**src/design/hs_pkg.sv**
```systemverilog
// ----------------------------------------------------------------------------
// Hillshade package
// Shared widths, register codes, the queue entry type and gradient saturation.
// ----------------------------------------------------------------------------
package hs_pkg;

  localparam int ELEV_W    = 20;          // elevation sample width
  localparam int SUM_W     = ELEV_W + 3;  // Horn sum width
  localparam int MAX_LINE  = 4096;
  localparam int COL_W     = $clog2(MAX_LINE);
  localparam int LW_W      = 13;          // line width register width
  localparam int CFG_W     = 16;
  localparam int GP_W      = SUM_W + 17;  // raw gradient product width
  localparam int G_W       = 30;          // saturated gradient width
  localparam int SQ_W      = 60;          // radicand width
  localparam int ROOT_W    = 30;
  localparam int AZ_W      = G_W + 16;    // azimuth product width
  localparam int T_W       = AZ_W + 1;
  localparam int ACC_W     = 64;
  localparam int ROOT_STEPS = SQ_W / 2;
  localparam int ZMUL_STEPS = 17;
  localparam int DIV_STEPS  = 8;

  // Configuration register indexes.
  localparam logic [2:0] REG_LINE_WIDTH = 3'd0;
  localparam logic [2:0] REG_COS_ZEN    = 3'd1;
  localparam logic [2:0] REG_SIN_ZEN    = 3'd2;
  localparam logic [2:0] REG_COS_AZ     = 3'd3;
  localparam logic [2:0] REG_SIN_AZ     = 3'd4;
  localparam logic [2:0] REG_X_SCALE    = 3'd5;
  localparam logic [2:0] REG_Y_SCALE    = 3'd6;

  // Lighting and scale settings used by the shading unit.
  typedef struct packed {
    logic [15:0]        cos_zen;
    logic [15:0]        sin_zen;
    logic signed [15:0] cos_az;
    logic signed [15:0] sin_az;
    logic [15:0]        x_scale;
    logic [15:0]        y_scale;
  } light_cfg_t;

  // One window's Horn sums on their way to the shading unit.
  typedef struct packed {
    logic signed [SUM_W-1:0] sx;
    logic signed [SUM_W-1:0] sy;
    logic                    last;
  } grad_item_t;

  // Clamp a raw gradient to plus or minus 2^28.
  function automatic logic signed [G_W-1:0] sat_grad(input logic signed [GP_W-1:0] g);
    logic signed [GP_W-1:0] lim;
    lim = GP_W'(1) <<< 28;
    if (g > lim) begin
      sat_grad = G_W'(lim);
    end else if (g < -lim) begin
      sat_grad = G_W'(-lim);
    end else begin
      sat_grad = G_W'(g);
    end
  endfunction

endpackage

```
**src/design/hs_queue.sv**
```systemverilog
// ----------------------------------------------------------------------------
// Hillshade queue
// Two-entry queue of Horn sums between the front end and the shading unit.
// ----------------------------------------------------------------------------
module hs_queue (
  input  logic               clk,
  input  logic               rst_n,
  input  logic               push,
  input  hs_pkg::grad_item_t push_item,
  output logic               full,
  input  logic               pop,
  output logic               not_empty,
  output hs_pkg::grad_item_t pop_item
);

  hs_pkg::grad_item_t slot_r [2];
  logic       wp_r;
  logic       rp_r;
  logic [1:0] cnt_r;

  assign full      = (cnt_r == 2'd2);
  assign not_empty = (cnt_r != 2'd0);
  assign pop_item  = slot_r[rp_r];

  // Pointers and fill count.
  always_ff @(posedge clk) begin
    if (!rst_n) begin
      wp_r  <= 1'b0;
      rp_r  <= 1'b0;
      cnt_r <= 2'd0;
    end else begin
      if (push) begin
        wp_r <= !wp_r;
      end
      if (pop) begin
        rp_r <= !rp_r;
      end
      if (push && !pop) begin
        cnt_r <= cnt_r + 2'd1;
      end else if (pop && !push) begin
        cnt_r <= cnt_r - 2'd1;
      end
    end
  end

  // Entry storage.
  always_ff @(posedge clk) begin
    if (push) begin
      slot_r[wp_r] <= push_item;
    end
  end

endmodule

```
**config.mk**
```make
export PLATFORM = sky130hd
export DESIGN_NAME = hs_queue
export DESIGN_NICKNAME = d
export VERILOG_FILES = /design/src/design/hs_pkg.sv /design/src/design/hs_queue.sv
export SDC_FILE = /design/constraint.sdc
export NUM_CORES = 1
export LEC_CHECK = 0
export CORE_MARGIN = 2
export CORE_UTILIZATION = 50
export DETAILED_ROUTE_END_ITERATION = 6
export DONT_BUFFER_PORTS = 1
export PLACE_DENSITY = 0.68
export SLEW_MARGIN = 5
export SYNTH_ARGS = -nofsm -noshare
export SYNTH_HDL_FRONTEND = slang
export SYNTH_SLANG_ARGS = --single-unit
```
**constraint.sdc**
```tcl
create_clock -name clk -period 2.75 [get_ports clk]
set_input_delay 0.1375 -clock clk [delete_from_list [all_inputs] [get_ports clk]]
set_output_delay 0.1375 -clock clk [all_outputs]
set_load 0.005 [all_outputs]
```
* After elaboration in Yosys (flattened, before gate mapping)
Memory sizes are Yosys's and may differ from the RTL's. A register that Yosys moved wholly into a read port is not among the register bits.
Cells that the tools add are included.
** Cells by class
- Reductions and logical operators :: 8
- $add $sub $neg :: 2
- Muxes and demuxes :: 6
- Equal/unequal tests :: 1
** Operators by type and width (count)
- zero test 1 bit :: 4
- two-way mux 1 bit :: 4
- two-way mux 2 bit :: 2
- nonzero test 2 bit :: 2
- adder 2 x 1 -> 2 bit (second input constant) :: 1
- equality test 2 bit (second input constant) :: 1
- logical AND 1 bit :: 2
- subtractor 2 x 1 -> 2 bit (second input constant) :: 1
** Storage, ports and cells
- Logic and storage cells :: 21
- RAM bits :: 94
- Output and inout bits :: 49
- Register bits :: 4
- Memories kept :: 1
** Memories
- slot_r :: depth 2, width 47, rd ports 1, clocked after Yosys merged registers in 1, write ports 1, line hs_queue.sv:16 : hs_pkg::grad_item_t slot_r [2];

* Logic depth before layout (Yosys ltp)
- Depth after elaboration :: 4
- Gate-level depth with buffers :: 5
- Depth with buffers taken out :: 5

* Worst setup path before layout
OpenSTA, ideal clock, no wires.
- Path kind :: register -> register
- Start point :: register wp_r
- End point :: memory slot_r[0][0] (netlist name) (enable)
- Stages on the path, launching flop included :: 2
- Setup time :: 0.458 ns
- Path slack :: -0.139 ns
- Arrival :: 2.431 ns
- Period minus slack after synthesis :: 2.889 ns
- Cells stage by stage :: dfxtp_1 > nor2b_1
** RTL lines
- start: declaration :: line hs_queue.sv:17 : logic wp_r;
- start signal: assignment :: line hs_queue.sv:33 : wp_r <= !wp_r;
- end: declaration :: line hs_queue.sv:16
No word-level cell before the write port.

==> qor.yml <==
status: "complete, no violations"
maxCapViolCount: 0
finalCriticalPeriod_ns: 1.99
grt_max_degree: 26
row_count: 31
cp_cell_sequence: "buf_4, mux2_2"
power_density_mw_per_mm2: 636
cpMaxStageDelayCell: "dfxtp_2"
synth_area_leaders: "edfxtp_1, mux2_2, dfxtp_1"
slew_headroom: 0.491
die_h_um: 89.1
ir_worst_vdd_mv: 0.359
yosysSeqAreaShare: 0.807
wire_per_inst_um: 18.4
cp_top_family: "flip-flops"
first_iter_violations: 99
required_ns: 2.61
post_cts_resized: 0
synth_area_mm2: 0.00362
numCtsBuffers: 9
start_util: 0.507
syn2layout_area_growth_pct: 21.9
drc: 0
cp-end-kind: "output pin"
post_cts_buffers: 0
grt_use_total: 0.157
detail-route-antenna-nets: 0
ys_seq_elements: 99
tightest_slew_ns: 0.761
max_freq_mhz: 503
avgSynthCellArea_um2: 21.5
io_pins: 100
final.setup.worst_slack_ns: 0.761
synthCells: 168
first_global_vias: 1764
drive_gt1_frac: 0.297
setup-violations-final: 0
synthArstFlopShare: 0
grt_pass1_wl_um: 8840
die_w_um: 89.1
power_w: 0.00281
cp.buffers_inverters: 1
fill_cells: 528
synth.net_count: 220
rsz0062_at_grt: "false"
power.leakage_nw: 1.48
finalSetupTns_ns: 0
antenna_found_initial: 0
cts_sinks: 99
min_period_over_period: 0.723
clock-root-buffer: "clkbuf_8"
clk_latency_ns: 0.35
clock_skew_ns: 0.00880
yosysMostFrequentCell: "edfxtp_1"
dr.pass1.iters: 4
max_stage_delay_ns: 0.70
hpwl_um: 3810
vias: 1680
seqCellArea_mm2: 0.00292
grt-ovfl-total: 0
via_per_inst: 5.08
synthTopCellsByCount: "edfxtp_1, mux2_2, dfxtp_1"
synthFlopType: "edfxtp_1"
maxSlewViolCount: 0
clkTransAtPathRegs_ns: 0.08
hp-class: "primary input to register"
crit_path_max_fanout: 25
cp.arrival_ns: 1.85
r2r_setup_slack_ns: 0.97
yosys_warnings: 0
dieArea_mm2: 0.00794
h-tree-depth: 3
drt_wl_total_um: 6100
netlist-cell-type-count: 18
crit_type: "register to output pin"
multi_input_area_um2: 656
synth_edf_count: 94
clock_path_buffers: 2
cts_tree: "yes"
coreArea_mm2: 0.00714
port_buffers: 0
antenna_cells: 0
gp_congestion: 0.643
nNetsFinal: 279
finalHoldViolations: 0
hp-start: "pop"
yosys.area.top_type: "edfxtp_1"
dp_slack_ns: 1.09
start_kind: "register"
rr_startpoint: "wp_r$_SDFFE_PN0P_"
yosysTopAreaCellShare: 0.780
layout make-up:
class,instances,share of cell area
clock inverter,6,0.00737
inverter,1,0.000851
sequential,99,0.663
tap,99,0.0281
timing repair buffer,53,0.124
multi-input combinational,63,0.149
clock buffer,10,0.0289
power breakdown:
group | switching [W] | internal [W]
combinational | 0.000118 | 0.000147
sequential | 0.0000358 | 0.00174
clock | 0.000450 | 0.000320
total | 0.000604 | 0.00220
flip-flops by register name, summed over array words and instances (netlist names), named ones only:
signal / cells
wp_r: 1
rp_r: 1
slot_r: 94
cnt_r: 2
through the flow:
stage / util / cell area, um^2 / hold slack (ns) / cells
floorplan: - / 3620 / 0.236 / 168
global placement: 0.527 / 3760 / 0.236 / 266
detailed placement: 0.527 / 3760 / 0.236 / 266
CTS: 0.618 / 4410 / 0.0101 / 331
global route: 0.618 / 4410 / 0.0275 / 331
finish: 0.618 / 4410 / 0.0340 / 331
worst reg2reg max path, cell delays in order (launching register included):
cell and delay [ns]:
dfxtp_1 0.35, nor2b_4 0.62, o21a_1 0.22, dlygate4sd3_1 0.54
final timing paths:
check / endpoint / depth (start not counted)
setup / recovery: pop_item[4] / 2
hold reg to reg: cnt_r[1]$_SDFFE_PN0P_ / 2
setup reg to reg: wp_r$_SDFFE_PN0P_ / 3
hold / removal: rp_r$_SDFFE_PN0P_ / 2
layer usage:
layer / up-vias / GRT usage / part of all wire
li1: 775 / - / -
met1: 836 / 0.177 / 0.38
met2: 60 / 0.267 / 0.54
met3: 9 / 0.0526 / 0.064
met4: 0 / 0.0773 / 0.015
met5: - / 0 / 0
what timing repair did:
item / in CTS / in global routing
setup endpoints to repair: 0 / 0
hold buffers: 49 / 0
endpoints found under the hold margin: 99 / 0
layout by cell type, fill, tap and decap left out, drive strengths merged:
cell type and instances:
or2 1, and2 4, a21boi 1, xnor2 1, clkinv 4, dfxtp 5
mux2 47, nor2b 2, o21a 1, inv 1, and2b 1, buf 4
ha 1, xor2 2, o21ai 1, or3 1, dlygate4sd3 49, clkbuf 10
edfxtp 94, clkinvlp 2
cells by family (layout without fill, tap and decap cells):
family | count (synthesis) | count (layout) | synth area share
compound gates | 3 | 3 | 0.00553
xor+xnor | 3 | 3 | 0.00726
fa+ha+maj | 1 | 1 | 0.00346
buf+inv | 6 | 70 | 0.0138
flops | 99 | 99 | 0.807
mux | 47 | 47 | 0.146
simple gates | 9 | 9 | 0.0162
Note: power is estimated with default switching activity, not from simulation.
